<file path="src/pbwd_pkg.sv">
package pbwd_pkg;

  typedef enum logic [1:0] {
    KIND_SCALAR  = 2'd0,
    KIND_LENGTH  = 2'd1,
    KIND_PAYLOAD = 2'd2,
    KIND_ERROR   = 2'd3
  } pbwd_kind_e;

  typedef enum logic [2:0] {
    ERR_NONE       = 3'd0,
    ERR_TAG_OVF    = 3'd1,
    ERR_VARINT_OVF = 3'd2,
    ERR_BAD_WIRE   = 3'd3,
    ERR_TRUNCATED  = 3'd4
  } pbwd_err_e;

  localparam logic [2:0] WIRE_VARINT  = 3'd0;
  localparam logic [2:0] WIRE_FIXED64 = 3'd1;
  localparam logic [2:0] WIRE_LEN     = 3'd2;
  localparam logic [2:0] WIRE_FIXED32 = 3'd5;

  localparam logic [63:0] TOP7_MASK = 64'hfe00_0000_0000_0000;

  typedef struct packed {
    pbwd_kind_e         kind;
    logic [28:0]        field_number;
    logic [2:0]         wire_kind;
    logic [63:0]        raw_value;
    logic signed [63:0] signed_value;
    logic [7:0]         payload_byte;
    logic               last_byte;
    pbwd_err_e          error_code;
  } pbwd_result_t;

endpackage

</file>
<file path="src/pbwd_core.sv">
module pbwd_core (
  input  logic                  clk_i,
  input  logic                  rst_ni,
  input  logic                  step_i,
  input  logic [7:0]            data_byte_i,
  input  logic                  stream_end_i,
  output logic                  res_valid_o,
  output pbwd_pkg::pbwd_result_t res_o
);
  import pbwd_pkg::*;

  typedef enum logic [2:0] {
    PH_TAG     = 3'd0,
    PH_VARINT  = 3'd1,
    PH_FIXED   = 3'd2,
    PH_LENGTH  = 3'd3,
    PH_PAYLOAD = 3'd4,
    PH_HALT    = 3'd5
  } phase_e;

  phase_e      phase_q, phase_d;
  logic [63:0] acc_q, acc_d;
  logic [6:0]  shift_q, shift_d;
  logic [28:0] field_q, field_d;
  logic [2:0]  wire_q, wire_d;
  logic [3:0]  fixed_left_q, fixed_left_d;
  logic [63:0] pay_left_q, pay_left_d;

  logic        ovf;
  logic [63:0] acc_abs, acc_fix;
  logic [6:0]  shift_abs, shift_fix;
  logic [3:0]  fixed_left_n;
  logic [63:0] pay_left_n;

  always_comb begin
    ovf = |(acc_q & TOP7_MASK);
    if (!shift_q[6]) begin
      acc_abs   = acc_q | ({57'd0, data_byte_i[6:0]} << shift_q[5:0]);
      shift_abs = 7'(shift_q + 7'd7);
      acc_fix   = acc_q | ({56'd0, data_byte_i} << shift_q[5:0]);
      shift_fix = 7'(shift_q + 7'd8);
    end else begin
      acc_abs   = acc_q;
      shift_abs = shift_q;
      acc_fix   = acc_q;
      shift_fix = shift_q;
    end
    fixed_left_n = (fixed_left_q != 4'd0) ? 4'(fixed_left_q - 4'd1) : fixed_left_q;
    pay_left_n   = (pay_left_q != 64'd0) ? 64'(pay_left_q - 64'd1) : pay_left_q;
  end

  always_comb begin
    phase_d      = phase_q;
    acc_d        = acc_q;
    shift_d      = shift_q;
    field_d      = field_q;
    wire_d       = wire_q;
    fixed_left_d = fixed_left_q;
    pay_left_d   = pay_left_q;
    res_valid_o  = 1'b0;
    res_o              = '0;
    res_o.field_number = field_q;
    res_o.wire_kind    = wire_q;

    if (stream_end_i) begin
      if (!(phase_q == PH_HALT || (phase_q == PH_TAG && shift_q == 7'd0))) begin
        res_valid_o      = 1'b1;
        res_o.kind       = KIND_ERROR;
        res_o.error_code = ERR_TRUNCATED;
        if (phase_q == PH_TAG) begin
          res_o.field_number = '0;
          res_o.wire_kind    = '0;
        end
      end
      phase_d      = PH_TAG;
      acc_d        = '0;
      shift_d      = '0;
      field_d      = '0;
      wire_d       = '0;
      fixed_left_d = '0;
      pay_left_d   = '0;
    end else begin
      case (phase_q)
        PH_TAG: begin
          field_d            = '0;
          wire_d             = '0;
          res_o.field_number = '0;
          res_o.wire_kind    = '0;
          if (ovf) begin
            res_valid_o      = 1'b1;
            res_o.kind       = KIND_ERROR;
            res_o.error_code = ERR_VARINT_OVF;
            acc_d            = '0;
            shift_d          = '0;
            phase_d          = PH_HALT;
          end else if (data_byte_i[7]) begin
            acc_d   = acc_abs;
            shift_d = shift_abs;
          end else begin
            acc_d   = '0;
            shift_d = '0;
            if (|acc_abs[63:32]) begin
              res_valid_o      = 1'b1;
              res_o.kind       = KIND_ERROR;
              res_o.error_code = ERR_TAG_OVF;
              phase_d          = PH_HALT;
            end else begin
              field_d = acc_abs[31:3];
              wire_d  = acc_abs[2:0];
              case (acc_abs[2:0])
                WIRE_VARINT: phase_d = PH_VARINT;
                WIRE_FIXED64: begin
                  fixed_left_d = 4'd8;
                  phase_d      = PH_FIXED;
                end
                WIRE_FIXED32: begin
                  fixed_left_d = 4'd4;
                  phase_d      = PH_FIXED;
                end
                WIRE_LEN: phase_d = PH_LENGTH;
                default: begin
                  res_valid_o        = 1'b1;
                  res_o.kind         = KIND_ERROR;
                  res_o.error_code   = ERR_BAD_WIRE;
                  res_o.field_number = acc_abs[31:3];
                  res_o.wire_kind    = acc_abs[2:0];
                  phase_d            = PH_HALT;
                end
              endcase
            end
          end
        end
        PH_VARINT, PH_LENGTH: begin
          if (ovf) begin
            res_valid_o      = 1'b1;
            res_o.kind       = KIND_ERROR;
            res_o.error_code = ERR_VARINT_OVF;
            acc_d            = '0;
            shift_d          = '0;
            phase_d          = PH_HALT;
          end else if (data_byte_i[7]) begin
            acc_d   = acc_abs;
            shift_d = shift_abs;
          end else begin
            res_valid_o     = 1'b1;
            res_o.raw_value = acc_abs;
            acc_d           = '0;
            shift_d         = '0;
            if (phase_q == PH_VARINT) begin
              res_o.kind         = KIND_SCALAR;
              res_o.signed_value = (acc_abs >> 1) ^ {64{acc_abs[0]}};
              phase_d            = PH_TAG;
            end else begin
              res_o.kind = KIND_LENGTH;
              pay_left_d = acc_abs;
              phase_d    = (acc_abs == 64'd0) ? PH_TAG : PH_PAYLOAD;
            end
          end
        end
        PH_FIXED: begin
          acc_d        = acc_fix;
          shift_d      = shift_fix;
          fixed_left_d = fixed_left_n;
          if (fixed_left_n == 4'd0) begin
            res_valid_o = 1'b1;
            res_o.kind  = KIND_SCALAR;
            if (wire_q == WIRE_FIXED32) begin
              res_o.raw_value    = {32'd0, acc_fix[31:0]};
              res_o.signed_value = {{32{acc_fix[31]}}, acc_fix[31:0]};
            end else begin
              res_o.raw_value    = acc_fix;
              res_o.signed_value = acc_fix;
            end
            acc_d   = '0;
            shift_d = '0;
            phase_d = PH_TAG;
          end
        end
        PH_PAYLOAD: begin
          pay_left_d         = pay_left_n;
          res_valid_o        = 1'b1;
          res_o.kind         = KIND_PAYLOAD;
          res_o.payload_byte = data_byte_i;
          res_o.last_byte    = (pay_left_n == 64'd0);
          if (pay_left_n == 64'd0) begin
            phase_d = PH_TAG;
          end
        end
        default: begin
        end
      endcase
    end
  end

  always_ff @(posedge clk_i or negedge rst_ni) begin
    if (!rst_ni) begin
      phase_q      <= PH_TAG;
      acc_q        <= '0;
      shift_q      <= '0;
      field_q      <= '0;
      wire_q       <= '0;
      fixed_left_q <= '0;
      pay_left_q   <= '0;
    end else if (step_i) begin
      phase_q      <= phase_d;
      acc_q        <= acc_d;
      shift_q      <= shift_d;
      field_q      <= field_d;
      wire_q       <= wire_d;
      fixed_left_q <= fixed_left_d;
      pay_left_q   <= pay_left_d;
    end
  end

endmodule

</file>
<file path="src/pbwd_out_buf.sv">
module pbwd_out_buf (
  input  logic                  clk_i,
  input  logic                  rst_ni,
  input  logic                  push_i,
  input  pbwd_pkg::pbwd_result_t res_i,
  input  logic                  out_ready_i,
  output logic                  out_valid_o,
  output pbwd_pkg::pbwd_result_t res_o,
  output logic                  full_o
);
  import pbwd_pkg::*;

  logic         out_valid_q, out_valid_d;
  logic         skid_valid_q, skid_valid_d;
  pbwd_result_t out_q, out_d;
  pbwd_result_t skid_q, skid_d;
  logic         pop;

  assign pop         = out_valid_q & out_ready_i;
  assign out_valid_o = out_valid_q;
  assign res_o       = out_q;
  assign full_o      = skid_valid_q;

  always_comb begin
    out_valid_d  = out_valid_q;
    skid_valid_d = skid_valid_q;
    out_d        = out_q;
    skid_d       = skid_q;
    if (skid_valid_q) begin
      if (pop) begin
        out_d        = skid_q;
        skid_valid_d = 1'b0;
      end
    end else if (push_i) begin
      if (!out_valid_q || pop) begin
        out_d       = res_i;
        out_valid_d = 1'b1;
      end else begin
        skid_d       = res_i;
        skid_valid_d = 1'b1;
      end
    end else if (pop) begin
      out_valid_d = 1'b0;
    end
  end

  always_ff @(posedge clk_i or negedge rst_ni) begin
    if (!rst_ni) begin
      out_valid_q  <= 1'b0;
      skid_valid_q <= 1'b0;
    end else begin
      out_valid_q  <= out_valid_d;
      skid_valid_q <= skid_valid_d;
    end
  end

  always_ff @(posedge clk_i) begin
    out_q  <= out_d;
    skid_q <= skid_d;
  end

endmodule

</file>
<file path="src/protobuf_wire_field_decoder.sv">
// Protobuf wire-format field decoder. Takes one stream byte per beat and
// sustains one byte per cycle while in_ready_o is high. Each result is
// registered after the per-byte decode logic, in the output result
// register or, while the sink stalls, in the one skid entry, so
// in_ready_o only drops after two results are left waiting.
module protobuf_wire_field_decoder (
  input  logic               clk_i,
  input  logic               rst_ni,
  input  logic               in_valid_i,
  output logic               in_ready_o,
  input  logic [7:0]         data_byte_i,
  input  logic               stream_end_i,
  output logic               out_valid_o,
  input  logic               out_ready_i,
  output logic [1:0]         kind_o,
  output logic [28:0]        field_number_o,
  output logic [2:0]         wire_kind_o,
  output logic [63:0]        raw_value_o,
  output logic signed [63:0] signed_value_o,
  output logic [7:0]         payload_byte_o,
  output logic               last_byte_o,
  output logic [2:0]         error_code_o
);
  import pbwd_pkg::*;

  logic         step;
  logic         res_valid;
  logic         buf_full;
  pbwd_result_t res;
  pbwd_result_t out_res;

  assign in_ready_o = ~buf_full;
  assign step       = in_valid_i & in_ready_o;

  pbwd_core u_core (
    .clk_i        (clk_i),
    .rst_ni       (rst_ni),
    .step_i       (step),
    .data_byte_i  (data_byte_i),
    .stream_end_i (stream_end_i),
    .res_valid_o  (res_valid),
    .res_o        (res)
  );

  pbwd_out_buf u_out_buf (
    .clk_i       (clk_i),
    .rst_ni      (rst_ni),
    .push_i      (step & res_valid),
    .res_i       (res),
    .out_ready_i (out_ready_i),
    .out_valid_o (out_valid_o),
    .res_o       (out_res),
    .full_o      (buf_full)
  );

  assign kind_o         = out_res.kind;
  assign field_number_o = out_res.field_number;
  assign wire_kind_o    = out_res.wire_kind;
  assign raw_value_o    = out_res.raw_value;
  assign signed_value_o = out_res.signed_value;
  assign payload_byte_o = out_res.payload_byte;
  assign last_byte_o    = out_res.last_byte;
  assign error_code_o   = out_res.error_code;

endmodule

</file>
<file path="config.mk">
export PLATFORM = sky130hd
export DESIGN_NAME = protobuf_wire_field_decoder
export DESIGN_NICKNAME = d
export VERILOG_FILES = /design/src/pbwd_pkg.sv /design/src/pbwd_core.sv /design/src/pbwd_out_buf.sv /design/src/protobuf_wire_field_decoder.sv
export SDC_FILE = /design/constraint.sdc
export NUM_CORES = 1
export LEC_CHECK = 0
export BUFFER_PORTS_ARGS = -buffer_cell sky130_fd_sc_hd__buf_2
export CAP_MARGIN = 10
export CORE_MARGIN = 3
export CORE_UTILIZATION = 50
export DETAILED_ROUTE_END_ITERATION = 10
export PLACE_DENSITY = 0.68
export SLEW_MARGIN = 20
export SYNTH_ARGS = -nofsm -noshare
export SYNTH_HDL_FRONTEND = slang
export SYNTH_SLANG_ARGS = --single-unit
</file>
<file path="constraint.sdc">
create_clock -name clk_i -period 36.9 [get_ports clk_i]
set_clock_uncertainty 0.05 [all_clocks]
set_input_delay 3.69 -clock clk_i [delete_from_list [all_inputs] [get_ports clk_i]]
set_output_delay 3.69 -clock clk_i [all_outputs]
set_load 0.02 [all_outputs]
</file>
==> metrics.md, run 1 <==
| Metric | Value |
|---|---|
| Status | finished, final reports clean |
| RSZ-0062 raised after global routing | false |
| Crit-path max FO | just under 80 |
| Remaining global-route overflow | 0 |
| Dpl ws | 28,000 ps |
| Cell accounting for the most synthesized area | edfxtp_1 |
| RR Startpoint | u_core.shift_q[0] |
| Fill count | 4,731 |
| CP required | 37,080 ps |
| Total CTS buffers | 55 |
| Busiest layer in global routing | met2 |
| Met2 Usage GRT | 0.530 |
| First-pass DRT Iterations | 7 |
| Postcts setup bufs | 0 |
| GRT met3 Usage | 0.0582 |
| Register area | about 15,000 um^2 |
| R2R Setup Slk | 30,890 ps |
| Tot GR Track Use | 0.352 |
| Worst slew pin tran | 1230 ps |
| CTS root buf | clkbuf_16 |
| Asr flop ratio synth | 0.336 |
| Normalized max-slew margin | 0.179 |
| Layout cells sized above 1 | 0.184 |
| Final hold vios | 0 |
| Util after Layout | 0.582 |
| Clk slew on worst S/H paths | 60 ps |
| P&R area growth vs syn | 13.9% |
| Period utilisation layout | 0.227 |
| Net Count, Synth | between 2,000 and 3,000 |
| Skew-Pair Late Insertion Delay | 650 ps |
| Startpoint Class | input port |
| Initial antenna violation count | 2 |
| Cell variety after synth | 80 |
| Cell Rows | 85 |
| Die W | 242 um |
| Met1 GRT Util | 0.488 |
| Post-Route WL | 105 mm |
| Fmax | 120 MHz |
| Post-DP HPWL | 73.4 mm |
| Iteration-0 DRC Markers | between 3,000 and 4,000 |
| Cells after Synth | 2,787 |
| Worst vdd ir | between 0.04 and 0.05 mV |
| Setup TNS | 0 ps |
| Post-DR vias/cell | 6.58 |
| Core box area | between 50,000 and 60,000 um^2 |
| Max-Cap Viols | 0 |
| Drc violations | 0 |
| Placer Congestion | 0.979 |
| Worst Hold Class | flip-flop to flip-flop |
| Pwr dens | 77.4 nW/um^2 |
| Nets | between 2,000 and 3,000 |
| Worst hold start | u_core.field_q[3] |
| PnR worst setup slack | around 29,000 ps |
| First-pass GRT wire length | 157 mm |
| CP Class | input port to flip-flop |
| Post-synth EDFFs | 348 |
| Post-CTS Hold Buffers | 0 |
| IO Port Bufs | roughly 190 |
| P_leak | 0.0117 uW |
| Power, Total | 2450 uW |
| Ant diodes | 0 |
| Top-count cell post-synth | edfxtp_1 |
| Maximum root-to-sink buffer count | 3 |
| Crit path DAT | between 8000 and 9000 ps |
| Avg Inst Size Synth | 9.99 um^2 |
| Final Max Tran Viols | 0 |
| Multi-input gate area | 12,200 um^2 |
| Synth Register Bits | 524 |
| Ys Warns | 0 |
| # clock sinks | 524 |
| Post-cts resize count | 0 |
| Most frequent cells after synthesis | edfxtp_1 (348), nor2_1 (321), a21oi_1 (289), nand2_1 (281), o21ai_0 (227) |
| Final setup fails | 0 |
| H-tree levels | 2 |
| Wire per inst | 28.5 um |
| Die area | 58,500 um^2 |
| Starting Density | 0.511 |
| Largest net degree at the start of global routing | 97 |
| Top FF cell, synth | edfxtp_1 |
| Sequential area share after synthesis | 0.534 |
| Cell area after synthesis | 27,800 um^2 |
| Vias | 24,300 |
| CP startpoint | data_byte_i[0] |
| Endpoint class of the critical path | flip-flop |
| Crit path time final | approximately 8400 ps |
| Ports | roughly 190 |
| CTS tree | done |
| Vert. Die Dim | 242 um |
| Area share of the largest cell type after synthesis | 0.375 |
| Number of global-route vias before repair | 23,200 |
| Remaining antenna violation count | 0 |
| Top post-synthesis cells by area | edfxtp_1 (38%), dfrtp_1 (16%), a21oi_1 (5.2%), mux2_2 (4.8%), nor2_1 (4.3%) |
[cells by family after synthesis]
group | after synthesis | share of synthesized area
compound gates | 889 | 0.197
xor+xnor | 78 | 0.0245
fa+ha+maj | 10 | 0.00449
buf+inv | 242 | 0.0328
flops | 524 | 0.534
mux | 133 | 0.0549
simple gates | 911 | 0.153
[final timing paths]
kind	to	cells after the start
worst min-delay path	u_core.field_q[3]	2
min in group asynchronous	u_core.acc_q[2]	1
worst max-delay path	u_out_buf.res_o[130]	14
worst max register to register	u_out_buf.res_o[130]	14
max in group asynchronous	u_core.acc_q[31]	2
worst min register to register	u_core.field_q[3]	2
[power breakdown]
part	internal (uW)	leakage [uW]	switching, uW
combinational	287	0.00507	667
clock	346	0.000945	248
sequential	805	0.00565	100
total	1440	0.0117	1020
[registers in the layout, summed over array words and instances, names as in the netlist]
name	flops
u_out_buf.res_o	174
u_out_buf.skid_q	174
u_core.acc_q	64
u_core.pay_left_q	64
u_core.field_q	29
u_core.shift_q	7
u_core.fixed_left_q	4
u_core.phase_q	3
u_core.wire_q	3
u_out_buf.full_o	1
u_out_buf.out_valid_o	1
[metrics by stage]
| stage | instance area, um^2 | instances | hold WS, ps |
|---|---|---|---|
| floorplan | 27800 | 2787 | 400 |
| global placement | 29700 | 3592 | 410 |
| detailed placement | 29700 | 3592 | 421 |
| CTS | 31700 | 3696 | 435 |
| global route | 31700 | 3696 | 449 |
| finish | 31700 | 3696 | 434 |
[metal layers]
metal  share of wire  routed length (um)  vias up
li1                -                   -    10600
met1            0.41               42700    12000
met2            0.44               46200     1413
met3           0.089                9380      297
met4           0.066                6950        0
met5               0                   0        -
[final cells by class]
| type | instances | area share |
|---|---|---|
| flip-flops and latches | 524 | 0.469 |
| multi-input cells | 2021 | 0.386 |
| repair buffers | 276 | 0.0507 |
| clock buffers | 71 | 0.0472 |
| well taps | 739 | 0.0292 |
| clock inverters | 33 | 0.0144 |
| inverters | 32 | 0.00387 |
[worst max-delay path, stage by stage]
cell and delay (ps):
buf_2 200, mux4_2 380, nand2_1 120, nand3b_1 530
a31oi_1 310, nand4b_1 210, nor4_2 70, buf_4 180
a21oi_1 240, o21ai_0 250, a21oi_4 190, buf_4 620
buf_4 560, buf_4 800
[layout by cell type, fill, tap and decap left out, drive strengths merged, types with 14 or more instances in the layout]
cell type	count
nor2b	14
nor2	321
a31oi	42
o21ai	229
o22ai	35
a22o	23
buf	276
a21o	17
nand2b	26
clkbuf	71
inv	30
o21a	34
edfxtp	348
nand3	26
o221ai	25
nand2	281
and3	15
dfrtp	176
mux2	118
o31ai	84
and2	23
or3	22
nor4	26
xnor2	74
nor3	60
or4	27
nand4	21
a21oi	289
clkinv	23
No activity file was read; power rests on OpenSTA's default activity.
==> run 2, diff against run 1 <==
--- a/config.mk
+++ b/config.mk
@@ -10,7 +10,7 @@
 export CORE_MARGIN = 3
 export CORE_UTILIZATION = 50
 export DETAILED_ROUTE_END_ITERATION = 10
-export PLACE_DENSITY = 0.68
+export PLACE_DENSITY = 0.71
 export SLEW_MARGIN = 20
 export SYNTH_ARGS = -nofsm -noshare
 export SYNTH_HDL_FRONTEND = slang
==> constraint.sdc (replaced) <==
create_clock -name clk_i -period 7.1 [get_ports clk_i]
set_clock_uncertainty 0.05 [all_clocks]
set_input_delay 0.71 -clock clk_i [delete_from_list [all_inputs] [get_ports clk_i]]
set_output_delay 0.71 -clock clk_i [all_outputs]
set_load 0.02 [all_outputs]
==> run 2 against run 1 <==
Effect of this change:
- final area down 0.23%
- non-clock buffer count is 1 higher
- die area is the same
- register-to-register slack got worse by 29000 ps
- highest routed layer unchanged
- flip-flop and latch count is the same
- combinational power rose to 5.2 times the previous value
- global-route usage down 0.86 points
- sequential power increased to 5.2 times the previous value
- critical path type is now flip-flop to flip-flop
==> metrics.md, run 2 (synthesis gave the netlist of run 1 again) <==
| Metric | Value |
|---|---|
| Status | finished, final reports clean (unchanged) |
| Cell Rows | 85 (unchanged) |
| Crit path time final | 5270 ps |
| P&R area growth vs syn | 13.6% (was 13.9%) |
| Placed inst area | 29,700 um^2 (about the same) |
| CP Class | flip-flop to flip-flop (was input port to flip-flop) |
| Layout cells sized above 1 | 0.182 (was 0.184) |
| Nets | 2,933 (unchanged) |
| Endpoint class of the critical path | flip-flop (unchanged) |
| First-pass GRT wire length | 154 mm (was 157 mm) |
| CP required | 7280 ps (was 37,080 ps) |
| Drc violations | 0 (unchanged) |
| CTS root buf | clkbuf_16 (unchanged) |
| Post-Route WL | 103 mm (was 105 mm) |
| PnR worst setup slack | 1830 ps (was 28,540 ps) |
| Post-DR vias/cell | 6.59 (was 6.58) |
| Post-route cell area | 31,600 um^2 (was 31,700 um^2) |
| Remaining global-route overflow | 0 (unchanged) |
| Postcts setup bufs | 0 (unchanged) |
| Dpl ws | 1690 ps (was 28,000 ps) |
| Fill count | 4,716 (was 4,731) |
| Busiest layer in global routing | met2 (unchanged) |
| Setup TNS | 0 ps (unchanged) |
| RR Startpoint | u_core.shift_q[1] (was u_core.shift_q[0]) |
| First-pass DRT Iterations | 7 (unchanged) |
| Placer Congestion | 1.02 (was 0.979) |
| Ant diodes | 0 (unchanged) |
| Worst slew pin tran | 1220 ps (was 1230 ps) |
| # clock sinks | 524 (unchanged) |
| IO Port Bufs | 188 (unchanged) |
| Post-DP HPWL | 72.3 mm (was 73.4 mm) |
| Final Max Tran Viols | 0 (unchanged) |
| Maximum root-to-sink buffer count | 3 (unchanged) |
| Fmax | about 190 MHz |
| CP startpoint | u_core.shift_q[1] (was data_byte_i[0]) |
| Crit-path max FO | 107 (was 77) |
| Final setup fails | 0 (unchanged) |
| Die area | 58,500 um^2 (unchanged) |
| Post-CTS Hold Buffers | 0 (unchanged) |
| Initial antenna violation count | 1 (was 2) |
| Largest net degree at the start of global routing | 130 (was 97) |
| Period utilisation layout | 0.742 |
| R2R Setup Slk | 1830 ps (was 30,890 ps) |
| H-tree levels | 2 (unchanged) |
| Remaining antenna violation count | 0 (unchanged) |
| Skew-Pair Late Insertion Delay | 620 ps (was 650 ps) |
| P_leak | 0.0116 uW (was 0.0117 uW) |
| Critical R2R Capture | u_out_buf.res_o[132] (was u_out_buf.res_o[130]) |
| CTS tree | done (unchanged) |
| Worst hold slack | 78.2 ps (was 434 ps) |
| Most frequent cells in the layout | edfxtp_1 (348), nor2_1 (319), a21oi_1 (285) (was edfxtp_1 (348), nor2_1 (317), a21oi_1 (283)) |
| Most common cell after layout, fill and taps aside | edfxtp_1 (unchanged) |
| Worst Hold Class | input port to async pin (was flip-flop to flip-flop) |
| Pwr dens | 401 nW/um^2 (was 77.4 nW/um^2) |
| Startpoint Class | flip-flop (was input port) |
| Wire per inst | 27.9 um (was 28.5 um) |
| Starting Density | 0.511 (unchanged) |
| Number of global-route vias before repair | 23,100 (was 23,200) |
| Tot GR Track Use | 0.344 (was 0.352) |
| Met1 GRT Util | 0.467 (was 0.488) |
| Die W | 242 um (unchanged) |
| Crit path DAT | 5450 ps (was 8540 ps) |
| Final hold vios | 0 (unchanged) |
| Met2 Usage GRT | 0.531 (was 0.530) |
| Max-Cap Viols | 0 (unchanged) |
| Normalized max-slew margin | 0.179 (about the same) |
| Vias | 24,300 (about the same) |
| Core box area | 54,500 um^2 (unchanged) |
| Ports | 189 (unchanged) |
| Worst vdd ir | 0.438 mV (was 0.0433 mV) |
| GRT met3 Usage | 0.0686 (was 0.0582) |
| Worst-case reg-to-reg path depth | 10 (was 14) |
| Post-cts resize count | 0 (unchanged) |
| Total CTS buffers | 54 (was 55) |
| Iteration-0 DRC Markers | 3,187 (was 3,125) |
| Vert. Die Dim | 242 um (unchanged) |
| Clk slew on worst S/H paths | 60 ps (about the same) |
| Crit path to | u_out_buf.res_o[132] (was u_out_buf.res_o[130]) |
| RSZ-0062 raised after global routing | false (unchanged) |
run 2: worst max-delay path, stage by stage, from the launching register on:
cell and delay, ps:
dfrtp_2 770, mux2_2 460, mux4_2 660, a31oi_1 810, nand4b_1 230, nor4_2 300, buf_4 240, a21oi_1 120
o21ai_0 430, a21oi_4 280, buf_12 300
run 2: layout make-up:
class / instances / area, um^2 / area share
flip-flops and latches: 524 / 14900 / 0.470
multi-input cells: 2021 / 12200 / 0.386
repair buffers: 277 / 1640 / 0.0519
clock inverters: 37 / 437 / 0.0138
inverters: 32 / 123 / 0.00388
clock buffers: 65 / 1440 / 0.0457
well taps: 739 / 925 / 0.0292
run 2: metrics by stage:
stage               power (uW)  utilization  instances
floorplan                 7820            -       2787
global placement          9530        0.546       3592
global route             13200        0.581       3695
detailed placement        9570        0.546       3592
CTS                      12600        0.580       3694
finish                   12700        0.581       3695
run 2: worst min-delay path by stage:
stage | startpoint | endpoint | slack (ps) | cells after the start
floorplan | rst_ni | u_core.acc_q[0] | 360 | 0
global placement | u_core.field_q[14] | u_core.field_q[14] | 410 | 2
detailed placement | u_core.field_q[6] | u_core.field_q[6] | 420 | 2
CTS | rst_ni | u_core.shift_q[2] | 90 | 1
global route | rst_ni | u_core.shift_q[2] | 120 | 1
finish | rst_ni | u_core.shift_q[2] | 80 | 1
run 2: report_power, final:
| group | switching [uW] | internal (uW) | total (uW) |
|---|---|---|---|
| logic | 3470 | 1500 | 4970 |
| clock network | 1250 | 1780 | 3030 |
| registers | 512 | 4180 | 4690 |
| total | 5230 | 7460 | 12700 |
run 2: layer usage:
layer | share of wire | wire length (um)
met3 | 0.091 | 9350
met5 | 0 | 0
met4 | 0.058 | 6000
met2 | 0.45 | 46300
met1 | 0.40 | 41500
